<file path="config.mk">
export PLATFORM = sky130hd
export DESIGN_NAME = timer_queue_expiry
export DESIGN_NICKNAME = d
export VERILOG_FILES = /design/src/sv/tqe_pkg.sv /design/src/sv/tqe_ctrl.sv /design/src/sv/tqe_dp.sv /design/src/sv/timer_queue_expiry.sv
export SDC_FILE = /design/constraint.sdc
export NUM_CORES = 2
export LEC_CHECK = 0
export ABC_CLOCK_PERIOD_IN_PS = 11120
export BUFFER_PORTS_ARGS = -buffer_cell sky130_fd_sc_hd__buf_2
export CORE_UTILIZATION = 60
export DETAILED_ROUTE_END_ITERATION = 6
export HOLD_SLACK_MARGIN = 0.05
export PLACE_DENSITY = 0.78
export SYNTH_ARGS = -nofsm -noshare
export SYNTH_HDL_FRONTEND = slang
export SYNTH_HIERARCHICAL = 1
export SYNTH_SLANG_ARGS = --single-unit
</file>
<file path="constraint.sdc">
create_clock -name clk_i -period 11.12 [get_ports clk_i]
set_input_delay 1.112 -clock clk_i [delete_from_list [all_inputs] [get_ports clk_i]]
set_output_delay 1.112 -clock clk_i [all_outputs]
set_load 0.03 [all_outputs]
</file>
<file path="src/sv/tqe_pkg.sv">
// Package for the timer queue expiry block.
// Holds field widths, result kind codes and the controller/datapath structs.
`default_nettype none
package tqe_pkg;

  localparam int unsigned ID_W    = 8;
  localparam int unsigned TIME_W  = 63;
  localparam int unsigned IVL_W   = 32;
  localparam int unsigned CFG_W   = 20;
  localparam int unsigned KIND_W  = 2;
  localparam int unsigned IN_DW   = 168;
  localparam int unsigned OUT_DW  = 136;

  localparam int unsigned MAX_EXPIRE = 16;
  localparam int unsigned CNT_W      = $clog2(MAX_EXPIRE + 1);

  localparam logic [CFG_W-1:0] MIN_ARM_RST = CFG_W'(100);

  localparam logic CMD_ADD  = 1'b0;
  localparam logic CMD_TICK = 1'b1;

  localparam logic [KIND_W-1:0] KIND_ACK  = 2'd0;
  localparam logic [KIND_W-1:0] KIND_EXP  = 2'd1;
  localparam logic [KIND_W-1:0] KIND_DONE = 2'd2;
  localparam logic [KIND_W-1:0] KIND_FULL = 2'd3;

  typedef struct packed {
    logic              capture;
    logic              scan_start;
    logic              emit;
    logic [KIND_W-1:0] kind;
  } cmd_t;

  typedef struct packed {
    logic scan_done;
    logic is_tick;
    logic best_found;
    logic free_found;
    logic out_free;
  } sts_t;

endpackage
`default_nettype wire

</file>
<file path="src/sv/tqe_ctrl.sv">
// Controller for the timer queue expiry block.
// Sequences scans, expiry emission and status results; uses tqe_pkg.
`default_nettype none
module tqe_ctrl (
  input  wire logic          clk_i,
  input  wire logic          rst_ni,
  input  wire logic          in_valid_i,
  output logic               in_ready_o,
  input  tqe_pkg::sts_t      sts_i,
  output tqe_pkg::cmd_t      cmd_o
);

  localparam logic [1:0] S_IDLE = 2'd0;
  localparam logic [1:0] S_SCAN = 2'd1;
  localparam logic [1:0] S_DEC  = 2'd2;

  logic [1:0]                state_q, state_d;
  logic [tqe_pkg::CNT_W-1:0] cnt_q, cnt_d;

  assign in_ready_o = (state_q == S_IDLE);

  always_comb begin
    state_d = state_q;
    cnt_d   = cnt_q;
    cmd_o   = '0;
    case (state_q)
      S_IDLE: begin
        if (in_valid_i) begin
          cmd_o.capture    = 1'b1;
          cmd_o.scan_start = 1'b1;
          cnt_d            = '0;
          state_d          = S_SCAN;
        end
      end
      S_SCAN: begin
        if (sts_i.scan_done) begin
          state_d = S_DEC;
        end
      end
      S_DEC: begin
        if (sts_i.out_free) begin
          cmd_o.emit = 1'b1;
          if (!sts_i.is_tick) begin
            cmd_o.kind = sts_i.free_found ? tqe_pkg::KIND_ACK : tqe_pkg::KIND_FULL;
            state_d    = S_IDLE;
          end else if (sts_i.best_found &&
                       (cnt_q < tqe_pkg::CNT_W'(tqe_pkg::MAX_EXPIRE))) begin
            cmd_o.kind       = tqe_pkg::KIND_EXP;
            cmd_o.scan_start = 1'b1;
            cnt_d            = cnt_q + 1'b1;
            state_d          = S_SCAN;
          end else begin
            cmd_o.kind = tqe_pkg::KIND_DONE;
            state_d    = S_IDLE;
          end
        end
      end
      default: begin
        state_d = S_IDLE;
      end
    endcase
  end

  always_ff @(posedge clk_i or negedge rst_ni) begin
    if (!rst_ni) begin
      state_q <= S_IDLE;
      cnt_q   <= '0;
    end else begin
      state_q <= state_d;
      cnt_q   <= cnt_d;
    end
  end

endmodule
`default_nettype wire

</file>
<file path="src/sv/tqe_dp.sv">
// Datapath for the timer queue expiry block: slot memories, scan unit,
// re-arm logic and the result register. Uses tqe_pkg.
`default_nettype none
module tqe_dp #(
  parameter int unsigned CAPACITY = 16
) (
  input  wire logic                           clk_i,
  input  wire logic                           rst_ni,
  input  tqe_pkg::cmd_t                       cmd_i,
  output tqe_pkg::sts_t                       sts_o,
  input  wire logic                           in_cmd_i,
  input  wire logic [tqe_pkg::ID_W-1:0]       in_id_i,
  input  wire logic [tqe_pkg::TIME_W-1:0]     in_when_i,
  input  wire logic [tqe_pkg::IVL_W-1:0]      in_ivl_i,
  input  wire logic [tqe_pkg::TIME_W-1:0]     in_now_i,
  input  wire logic                           cfg_we_i,
  input  wire logic [tqe_pkg::CFG_W-1:0]      cfg_wdata_i,
  output logic                                out_valid_o,
  input  wire logic                           out_ready_i,
  output logic [tqe_pkg::KIND_W-1:0]          out_kind_o,
  output logic [tqe_pkg::ID_W-1:0]            out_id_o,
  output logic                                out_ec_o,
  output logic                                out_hp_o,
  output logic [tqe_pkg::TIME_W-1:0]          out_nd_o,
  output logic [tqe_pkg::TIME_W-1:0]          out_ad_o,
  output logic                                out_last_o
);

  localparam int unsigned IW = $clog2(CAPACITY);
  localparam int unsigned TW = tqe_pkg::TIME_W;

  logic [TW-1:0]               dl_mem [CAPACITY];
  logic [tqe_pkg::IVL_W-1:0]   iv_mem [CAPACITY];
  logic [tqe_pkg::ID_W-1:0]    id_mem [CAPACITY];

  logic [CAPACITY-1:0]         valid_q, taken_q;
  logic [tqe_pkg::CFG_W-1:0]   min_arm_q;
  logic [TW-1:0]               last_now_q;

  logic                        cmd_q;
  logic [tqe_pkg::ID_W-1:0]    id_q;
  logic [TW-1:0]               when_q, now_q;
  logic [tqe_pkg::IVL_W-1:0]   ivl_q;

  logic                        busy_q, rd_act_q, done_q;
  logic [IW-1:0]               addr_q, rd_idx_q;
  logic [TW-1:0]               rd_dl_q;
  logic [tqe_pkg::IVL_W-1:0]   rd_iv_q;
  logic [tqe_pkg::ID_W-1:0]    rd_id_q;

  logic                        any_q, best_q, free_q;
  logic [TW-1:0]               min_q, best_dl_q;
  logic [tqe_pkg::ID_W-1:0]    best_id_q;
  logic [tqe_pkg::IVL_W-1:0]   best_iv_q;
  logic [IW-1:0]               best_idx_q, free_idx_q;

  logic                        out_valid_q;

  logic                        rd_v, rd_better;
  logic [TW:0]                 sum, diff;
  logic [TW-1:0]               rearm_dl;
  logic                        ec, hp;
  logic [TW-1:0]               nd, ad;
  logic                        wr_add, wr_exp;

  assign rd_v = rd_act_q && valid_q[rd_idx_q];
  assign rd_better = !best_q || (rd_dl_q < best_dl_q) ||
                     ((rd_dl_q == best_dl_q) && (rd_id_q < best_id_q));

  assign sum      = {1'b0, now_q} + {{(TW + 1 - tqe_pkg::IVL_W){1'b0}}, best_iv_q};
  assign rearm_dl = sum[TW] ? {TW{1'b1}} : sum[TW-1:0];

  assign wr_add = cmd_i.emit && (cmd_i.kind == tqe_pkg::KIND_ACK);
  assign wr_exp = cmd_i.emit && (cmd_i.kind == tqe_pkg::KIND_EXP);

  always_comb begin
    ec = 1'b0;
    hp = any_q;
    nd = any_q ? min_q : '0;
    if (cmd_i.kind == tqe_pkg::KIND_ACK) begin
      ec = !any_q || (when_q < min_q);
      hp = 1'b1;
      nd = ec ? when_q : min_q;
    end
    diff = {1'b0, nd} - {1'b0, last_now_q};
    if (!hp) begin
      ad = '0;
    end else if (diff[TW] ||
                 (diff[TW-1:0] < {{(TW - tqe_pkg::CFG_W){1'b0}}, min_arm_q})) begin
      ad = {{(TW - tqe_pkg::CFG_W){1'b0}}, min_arm_q};
    end else begin
      ad = diff[TW-1:0];
    end
  end

  assign sts_o.scan_done  = done_q;
  assign sts_o.is_tick    = (cmd_q == tqe_pkg::CMD_TICK);
  assign sts_o.best_found = best_q;
  assign sts_o.free_found = free_q;
  assign sts_o.out_free   = !out_valid_q || out_ready_i;

  always_ff @(posedge clk_i) begin
    if (busy_q) begin
      rd_dl_q  <= dl_mem[addr_q];
      rd_iv_q  <= iv_mem[addr_q];
      rd_id_q  <= id_mem[addr_q];
    end
    if (wr_add) begin
      dl_mem[free_idx_q] <= when_q;
      iv_mem[free_idx_q] <= ivl_q;
      id_mem[free_idx_q] <= id_q;
    end else if (wr_exp && (best_iv_q != '0)) begin
      dl_mem[best_idx_q] <= rearm_dl;
    end
  end

  always_ff @(posedge clk_i) begin
    if (cmd_i.capture) begin
      cmd_q  <= in_cmd_i;
      id_q   <= in_id_i;
      when_q <= in_when_i;
      ivl_q  <= in_ivl_i;
      now_q  <= in_now_i;
    end
    if (cmd_i.scan_start) begin
      min_q <= '0;
    end else if (rd_v && (!any_q || (rd_dl_q < min_q))) begin
      min_q <= rd_dl_q;
    end
    if (rd_v && !taken_q[rd_idx_q] && (rd_dl_q <= now_q) && rd_better) begin
      best_dl_q  <= rd_dl_q;
      best_id_q  <= rd_id_q;
      best_iv_q  <= rd_iv_q;
      best_idx_q <= rd_idx_q;
    end
    if (rd_act_q && !valid_q[rd_idx_q] && !free_q) begin
      free_idx_q <= rd_idx_q;
    end
    if (cmd_i.emit) begin
      out_kind_o <= cmd_i.kind;
      out_id_o   <= (cmd_i.kind == tqe_pkg::KIND_EXP) ? best_id_q : '0;
      out_ec_o   <= ec;
      out_hp_o   <= (cmd_i.kind == tqe_pkg::KIND_EXP) ? 1'b0 : hp;
      out_nd_o   <= (cmd_i.kind == tqe_pkg::KIND_EXP) ? '0 : nd;
      out_ad_o   <= (cmd_i.kind == tqe_pkg::KIND_EXP) ? '0 : ad;
      out_last_o <= (cmd_i.kind != tqe_pkg::KIND_EXP);
    end
  end

  always_ff @(posedge clk_i or negedge rst_ni) begin
    if (!rst_ni) begin
      valid_q     <= '0;
      taken_q     <= '0;
      min_arm_q   <= tqe_pkg::MIN_ARM_RST;
      last_now_q  <= '0;
      busy_q      <= 1'b0;
      rd_act_q    <= 1'b0;
      done_q      <= 1'b0;
      addr_q      <= '0;
      rd_idx_q    <= '0;
      any_q       <= 1'b0;
      best_q      <= 1'b0;
      free_q      <= 1'b0;
      out_valid_q <= 1'b0;
    end else begin
      if (cfg_we_i) begin
        min_arm_q <= cfg_wdata_i;
      end
      if (cmd_i.capture) begin
        taken_q <= '0;
        if (in_cmd_i == tqe_pkg::CMD_TICK) begin
          last_now_q <= in_now_i;
        end
      end
      if (wr_add) begin
        valid_q[free_idx_q] <= 1'b1;
      end
      if (wr_exp) begin
        taken_q[best_idx_q] <= 1'b1;
        if (best_iv_q == '0) begin
          valid_q[best_idx_q] <= 1'b0;
        end
      end
      rd_act_q <= busy_q;
      rd_idx_q <= addr_q;
      done_q   <= rd_act_q && (rd_idx_q == IW'(CAPACITY - 1));
      if (cmd_i.scan_start) begin
        busy_q <= 1'b1;
        addr_q <= '0;
        any_q  <= 1'b0;
        best_q <= 1'b0;
        free_q <= 1'b0;
      end else begin
        if (busy_q) begin
          if (addr_q == IW'(CAPACITY - 1)) begin
            busy_q <= 1'b0;
          end else begin
            addr_q <= addr_q + 1'b1;
          end
        end
        if (rd_v) begin
          any_q <= 1'b1;
        end
        if (rd_v && !taken_q[rd_idx_q] && (rd_dl_q <= now_q)) begin
          best_q <= 1'b1;
        end
        if (rd_act_q && !valid_q[rd_idx_q]) begin
          free_q <= 1'b1;
        end
      end
      if (cmd_i.emit) begin
        out_valid_q <= 1'b1;
      end else if (out_ready_i) begin
        out_valid_q <= 1'b0;
      end
    end
  end

  assign out_valid_o = out_valid_q;

endmodule
`default_nettype wire

</file>
<file path="src/sv/timer_queue_expiry.sv">
// Timer queue expiry: an add runs one slot scan and emits its one result; the
// next input transfer can be taken in the cycle after that result is emitted.
// A tick runs one slot scan per expired timer (at most 16) plus a final one.
// Each scan reads one slot per cycle, and output stalls hold the block longer.
// Reset clears the slot valid bits and reference time at once and sets the
// minimum arm delay to 100; there is no clearing pass.
`default_nettype none
module timer_queue_expiry #(
  parameter int unsigned CAPACITY = 16
) (
  input  wire logic                          clk_i,
  input  wire logic                          rst_ni,
  input  wire logic                          s_axis_tvalid,
  output logic                               s_axis_tready,
  // timer_id, expire_time, repeat_interval, now_time, zero pad
  input  wire logic [tqe_pkg::IN_DW-1:0]     s_axis_tdata,
  // command
  input  wire logic [0:0]                    s_axis_tuser,
  output logic                               m_axis_tvalid,
  input  wire logic                          m_axis_tready,
  // expired_id, earliest_changed, has_pending, next_deadline, arm_delay
  output logic [tqe_pkg::OUT_DW-1:0]         m_axis_tdata,
  // kind
  output logic [tqe_pkg::KIND_W-1:0]         m_axis_tuser,
  output logic                               m_axis_tlast,
  input  wire logic                          cfg_we_i,
  input  wire logic [tqe_pkg::CFG_W-1:0]     cfg_wdata_i
);

  tqe_pkg::cmd_t                cmd;
  tqe_pkg::sts_t                sts;
  logic [tqe_pkg::ID_W-1:0]     out_id;
  logic                         out_ec, out_hp;
  logic [tqe_pkg::TIME_W-1:0]   out_nd, out_ad;

  tqe_ctrl u_ctrl (
    .clk_i      (clk_i),
    .rst_ni     (rst_ni),
    .in_valid_i (s_axis_tvalid),
    .in_ready_o (s_axis_tready),
    .sts_i      (sts),
    .cmd_o      (cmd)
  );

  tqe_dp #(
    .CAPACITY (CAPACITY)
  ) u_dp (
    .clk_i       (clk_i),
    .rst_ni      (rst_ni),
    .cmd_i       (cmd),
    .sts_o       (sts),
    .in_cmd_i    (s_axis_tuser[0]),
    .in_id_i     (s_axis_tdata[7:0]),
    .in_when_i   (s_axis_tdata[70:8]),
    .in_ivl_i    (s_axis_tdata[102:71]),
    .in_now_i    (s_axis_tdata[165:103]),
    .cfg_we_i    (cfg_we_i),
    .cfg_wdata_i (cfg_wdata_i),
    .out_valid_o (m_axis_tvalid),
    .out_ready_i (m_axis_tready),
    .out_kind_o  (m_axis_tuser),
    .out_id_o    (out_id),
    .out_ec_o    (out_ec),
    .out_hp_o    (out_hp),
    .out_nd_o    (out_nd),
    .out_ad_o    (out_ad),
    .out_last_o  (m_axis_tlast)
  );

  assign m_axis_tdata = {out_ad, out_nd, out_hp, out_ec, out_id};

`ifndef SYNTHESIS
  a_exp_not_last: assert property (@(posedge clk_i) disable iff (!rst_ni)
    (m_axis_tvalid && (m_axis_tuser == tqe_pkg::KIND_EXP)) |-> !m_axis_tlast)
    else $error("expired result marked last");

  a_add_last: assert property (@(posedge clk_i) disable iff (!rst_ni)
    (m_axis_tvalid && ((m_axis_tuser == tqe_pkg::KIND_ACK) ||
                       (m_axis_tuser == tqe_pkg::KIND_FULL))) |-> m_axis_tlast)
    else $error("add result not marked last");

  a_idle_status: assert property (@(posedge clk_i) disable iff (!rst_ni)
    (m_axis_tvalid && !out_hp) |-> ((out_nd == '0) && (out_ad == '0)))
    else $error("status fields set with nothing pending");

  a_busy_no_accept: assert property (@(posedge clk_i) disable iff (!rst_ni)
    sts.scan_done |-> !s_axis_tready)
    else $error("input accepted during a scan");
`endif

endmodule
`default_nettype wire

</file>
* Word-level counts from Yosys, hierarchy flattened
Memories as Yosys holds them, arrays and structs flattened. A register that Yosys moved wholly into a read port is not among the register bits.
Index checks and enable logic that the tools add are counted.
** Cells by class
- $add $sub $neg :: 4
- Order comparisons :: 12
- Eq/ne operators :: 13
- Muxes and demuxes :: 62
- Bitwise gates (word level) :: 5
- Reductions and logical operators :: 44
** Operators by type and width (number)
- $mux W63 :: 5
- $lt A63 B63 Y1 :: 3
- $mux W16 :: 5
- $add A63 B32 Y64 :: 1
- $sub A63 B63 Y64 :: 1
- $eq A63 B63 Y1 :: 1
- $le A63 B63 Y1 :: 1
- $lt A63 B20 Y1 :: 1
- $reduce_or A63 Y1 :: 1
- $logic_not A32 Y1 :: 1
- $or A16 B16 Y16 :: 2
- $reduce_bool A32 Y1 :: 1
- $mux W1 :: 27
- $mux W20 :: 1
- $mux W4 :: 5
- $mux W5 :: 4
- $and A16 B16 Y16 :: 1
- $not A16 Y16 :: 1
- $logic_and A1 B1 Y1 :: 15
- $lt A4 B5 Y1 const B :: 3
- $mux W2 :: 7
- $reduce_bool A2 Y1 :: 6
- $pmux W5 S2 :: 1
- $bmux W1 S4 :: 2
- 23 further kinds :: 44
** Word-level totals
- Register bits after elaboration :: 617
- Memory bits (writable) :: 1648
- Logic and storage cells :: 177
- Memories :: 3
** Memory list
- u_dp.dl_mem :: depth 16, bits a word 63, rd ports 1, clocked after memory_dff 1, write ports 1, RTL line tqe_dp.sv:32 : logic [TW-1:0] dl_mem [CAPACITY];
- u_dp.iv_mem :: depth 16, bits a word 32, rd ports 1, clocked after memory_dff 1, write ports 1, RTL line tqe_dp.sv:33 : logic [tqe_pkg::IVL_W-1:0] iv_mem [CAPACITY];
- u_dp.id_mem :: depth 16, bits a word 8, rd ports 1, clocked after memory_dff 1, write ports 1, RTL line tqe_dp.sv:34 : logic [tqe_pkg::ID_W-1:0] id_mem [CAPACITY];

* Logic depth before layout (Yosys ltp)
- Depth after elaboration :: 14
- Gate-level depth with buffers :: 37
- Mapped depth without buffers :: 34

* Hierarchy
Netlist, hierarchy kept.
** By module, submodules not included
- tqe_dp :: instances 1, cells an instance 5820, area each 100978.1 µm²
- tqe_ctrl :: instances 1, cells an instance 44, area each 426.7 µm²
- timer_queue_expiry :: instances 1, cells an instance 2, area each 15.0 µm²

* Worst setup path before layout
Ideal clock, no wire load.
- Path kind :: input to register
- Start :: in m_axis_tready
- End :: mem u_dp/dl_mem[10][0] in the netlist's numbering, enable pin
- Arrival :: 8163 ps
- Path slack :: 2473 ps
- Stages :: 7
- Path buffers :: 1
- Cells stage by stage :: nand2b_1 > nand3b_4 > inv_1 > nand3_1 > clkbuf_1 > o22a_1 > nor2_1
** RTL lines
- start: declaration :: RTL line timer_queue_expiry.sv:20 : input wire logic m_axis_tready,
- end: declaration :: RTL line tqe_dp.sv:32

* Final worst setup path
- Start :: reg u_dp.when_q[56]
- End :: reg u_dp/out_ad_o[36] in the netlist's numbering, data pin
** Between the ends
- Cells in the longest elaborated chain, start to end :: 8
** RTL lines
- start: declaration :: RTL line tqe_dp.sv:42 : logic [TW-1:0] when_q, now_q;
- start signal: assignment :: RTL line tqe_dp.sv:121 : when_q <= in_when_i;
- $lt A63 B63 Y1 (*) :: RTL line tqe_dp.sv:81 : ec = !any_q || (when_q < min_q);
- $logic_or A1 B1 Y1 (*) :: RTL line tqe_dp.sv:81
- $mux W63 (*) :: RTL line tqe_dp.sv:83 : nd = ec ? when_q : min_q;
- $mux W63 (*) :: RTL line tqe_dp.sv:80 : if (cmd_i.kind == tqe_pkg::KIND_ACK) begin
- named net u_dp.nd[8] :: RTL line tqe_dp.sv:63 : logic [TW-1:0] nd, ad;
- $sub A63 B63 Y64 (*) :: RTL line tqe_dp.sv:85 : diff = {1'b0, nd} - {1'b0, last_now_q};
- $lt A63 B20 Y1 :: RTL line tqe_dp.sv:89 : (diff[TW-1:0] < {{(TW - tqe_pkg::CFG_W){1'b0}}, min_arm_q})) begin
- $logic_or A1 B1 Y1 :: RTL line tqe_dp.sv:88 : end else if (diff[TW] ||
- $reduce_or A3 Y1 (no line)
- end signal: assignment :: RTL line tqe_dp.sv:145 : out_ad_o <= (cmd_i.kind == tqe_pkg::KIND_EXP) ? '0 : ad;
- end: declaration :: RTL line tqe_dp.sv:25 : output logic [tqe_pkg::TIME_W-1:0] out_ad_o,
Mark *: on every way through the listed nets, which the timed path passes. The rest lies on a longest branch.
A chain may end at the register's enable or synchronous reset.

==> results.cfg <==
[outcome]
status = finished, final reports clean

[finish]
final_cells = 8674
syn_to_final_growth_pct = 11.8
final_area_um2 = 113000
nets = 6855
drive_gt1_share_pct = 22.8

[drt]
dr.pass1.iters = 6
wl_per_cell_um = 33.2
antenna_left = 0
via_per_inst = 6.84
route.detailed.drc = 0
vias = 59400
wl_mm = 288
drt-initial-drc-count = 7712

[sta]
rsz0062_at_grt = false
relSlewSlack_pct = 6.96
fin_skew_ns = 0.0486
tns_ns = 0
post-route-period-util_pct = 83.9
period_minus_slack_ns = 9.33
setup_viol_count_final = 0
fmax_ghz = 0.107
tightest_slew_ns = 1.40
slew_violations = 0
finalHoldViolations = 0

[cts]
clock_sinks = 2368
path_clk_slew_ns = 0.07
ctsHoldBuffers = 0
numCtsBuffers = 220
cts_max_level = 4
cts_tree = done
post_cts_resized = 0
cts_setup_buffers = 0
root_buffer = clkbuf_16
clkLatencyLatePin_ns = 0.89
cts_buffer_depth = 3

[die]
initial_utilization_pct = 60.6
design.core.area_um2 = 167000
rows = 150
die_h_um = 413
dieWidth_um = 413
pin_count = 335
die_area_um2 = 171000

[placement]
routabilityCongestion = 0.957
post_dp_cell_area_um2 = 106000
dp.cells = 8268
dp_hpwl_mm = 174
port_buffers = 332

[power]
power_density_nw_per_um2 = 270
power_switching_mw = 10.8
pwr-share-seq_pct = 39.1
p_leak_nw = 40.1
p_clk_share_pct = 25.2
swShare_pct = 35.2
pwr-share-comb_pct = 35.7
p_total_mw = 30.6
power.internal_mw = 19.9
ir_drop_uv = 240

[synth]
synth_edf_count = 2168
syn-mean-instance-area_um2 = 17.3
ys_ff_latch = 2368
syn_area_um2 = 101000
synth_seq_area_share_pct = 68.8
synthTopCellsByCount = edfxtp_1 (2168), mux4_2 (525), ha_1 (373)
ys_warn_count = 6
yosys_most_used_dff = edfxtp_1
yosysMostFrequentCell = edfxtp_1
synth.distinct_cells = 94
yosys.area.top_type = edfxtp_1
syn-num-nets = 6435
syn_inst = 5866
async_reset_ff_share_pct = 5.79
synth_area_leaders = edfxtp_1 (64%), mux4_2 (12%), ha_1 (4.6%), dfrtp_1 (3.3%), a21oi_1 (1.2%)
synth.top_cell.area_share_pct = 64.2

[job]
maxCapViolCount = 0

[critical_path]
critPathLaunchType = flip-flop
crit_arrival_ns = 9.92
critPathMaxStageDelay_ns = 0.55
path_class = reg2reg
cp_slowest_cell = nand2_2
cp_top_family = compound AO/OA/AOI/OAI gates
required_ns = 11.70
critPathMaxFanout = 52
endpoint_kind = flip-flop
crit_buf_inv = 3

[global_routing]
antenna_found_initial = 22
grt_max_degree = 131
grt_first_pass_wirelength_mm = 407
grt_pass1_vias = 59400
gr-total-overflow = 0
grtUsageTotal_pct = 33.8

[worst_hold_path]
hp-class = in2async
[registers in the layout, indices dropped and copies added (netlist names), 20 cells and up]
| register | cells |
|---|---|
| u_dp/best_iv_q | 32 |
| u_dp/rd_dl_q | 63 |
| u_dp/now_q | 63 |
| u_dp/when_q | 63 |
| u_dp/min_q | 63 |
| u_dp/min_arm_q | 20 |
| u_dp/ivl_q | 32 |
| u_dp/out_ad_o | 63 |
| u_dp/rd_iv_q | 32 |
| u_dp/last_now_q | 63 |
| u_dp/iv_mem | 512 |
| u_dp/id_mem | 128 |
| u_dp/out_nd_o | 63 |
| u_dp/best_dl_q | 63 |
| u_dp/dl_mem | 1008 |
[area by class of cell]
class                      instances  area (um2)
sequential                      2368       69800
tap                             2204        2760
fill                           10500       54000
clock buffer                     273        5850
timing repair buffer             442        2530
multi-input combinational       2930       29800
inverter                         324        1230
clock inverter                   128        1470
antenna                            5        12.5
[power groups by stage]
| stage | clock [mW] | combinational [mW] | sequential, mW |
|---|---|---|---|
| 6_report | 7.71 | 10.9 | 12.0 |
| 5_1_grt | 8.10 | 11.7 | 12.0 |
| 4_1_cts | 7.79 | 10.8 | 11.9 |
| 3_5_place_dp | 0 | 10.6 | 12.1 |
| 3_3_place_gp | 0 | 10.5 | 12.1 |
| 2_1_floorplan | 0 | 7.83 | 11.5 |
[final timing paths]
check,from,end,slack (ns),depth (start not counted)
max reg2reg,u_dp/when_q[56]$_DFFE_PP_,u_dp/out_ad_o[36]$_SDFFCE_PP0P_,1.79,34
min,rst_ni,u_dp/any_q$_DFFE_PN0P_,0.16,1
max in group asynchronous,rst_ni,u_dp/addr_q[0]$_DFFE_PN0P_,9.65,2
min in group clk_i,s_axis_tdata[52],u_dp/when_q[44]$_DFFE_PP_,0.40,1
max,u_dp/when_q[56]$_DFFE_PP_,u_dp/out_ad_o[36]$_SDFFCE_PP0P_,1.79,34
min reg2reg,u_dp/rd_iv_q[30]$_DFFE_PP_,u_dp/best_iv_q[30]$_DFFE_PP_,0.42,0
[metal layers]
layer / share of wire [%] / wire [um] / vias to the layer above / global-route usage [%]
met3: 12 / 34100 / 778 / 7.70
met2: 48 / 137000 / 4159 / 54.2
met1: 36 / 103000 / 30200 / 44.8
met5: 0.024 / 68 / - / 0
li1: - / - / 24200 / -
met4: 4.7 / 13400 / 10 / 14.5
[cells in the final DEF, fill, tap and decap left out, types with 129 or more instances in the layout]
cell type / Yosys / routed
a21o_1: 154 / 154
dfrtp_1: 134 / 129
mux4_2: 525 / 525
clkbuf_16: 0 / 225
edfxtp_1: 2168 / 2168
inv_1: 323 / 321
nor2_1: 317 / 289
buf_2: 25 / 331
a21oi_1: 252 / 249
nand2_1: 178 / 177
ha_1: 373 / 373
[metrics by stage]
| stage | hold slack (ns) | worst slack (ns) | util [%] |
|---|---|---|---|
| 3_3_place_gp | 0.400 | 1.74 | 63.4 |
| 2_1_floorplan | 0.352 | 2.47 | - |
| 3_5_place_dp | 0.405 | 1.65 | 63.4 |
| 6_report | 0.155 | 1.79 | 67.7 |
| 5_1_grt | 0.161 | 1.17 | 67.7 |
| 4_1_cts | 0.117 | 1.74 | 67.7 |
[cells by family after synthesis]
family,count (synthesis),share of synthesized area [%]
multiplexers,661,13.1
flip-flops,2368,68.8
AO/OA/AOI/OAI,920,6.27
buffers and inverters,568,2.19
adder cells (fa/ha/maj),375,4.64
XOR/XNOR,92,0.794
AND/OR/NAND/NOR,882,4.21
Note: power is estimated with default switching activity, not from simulation.
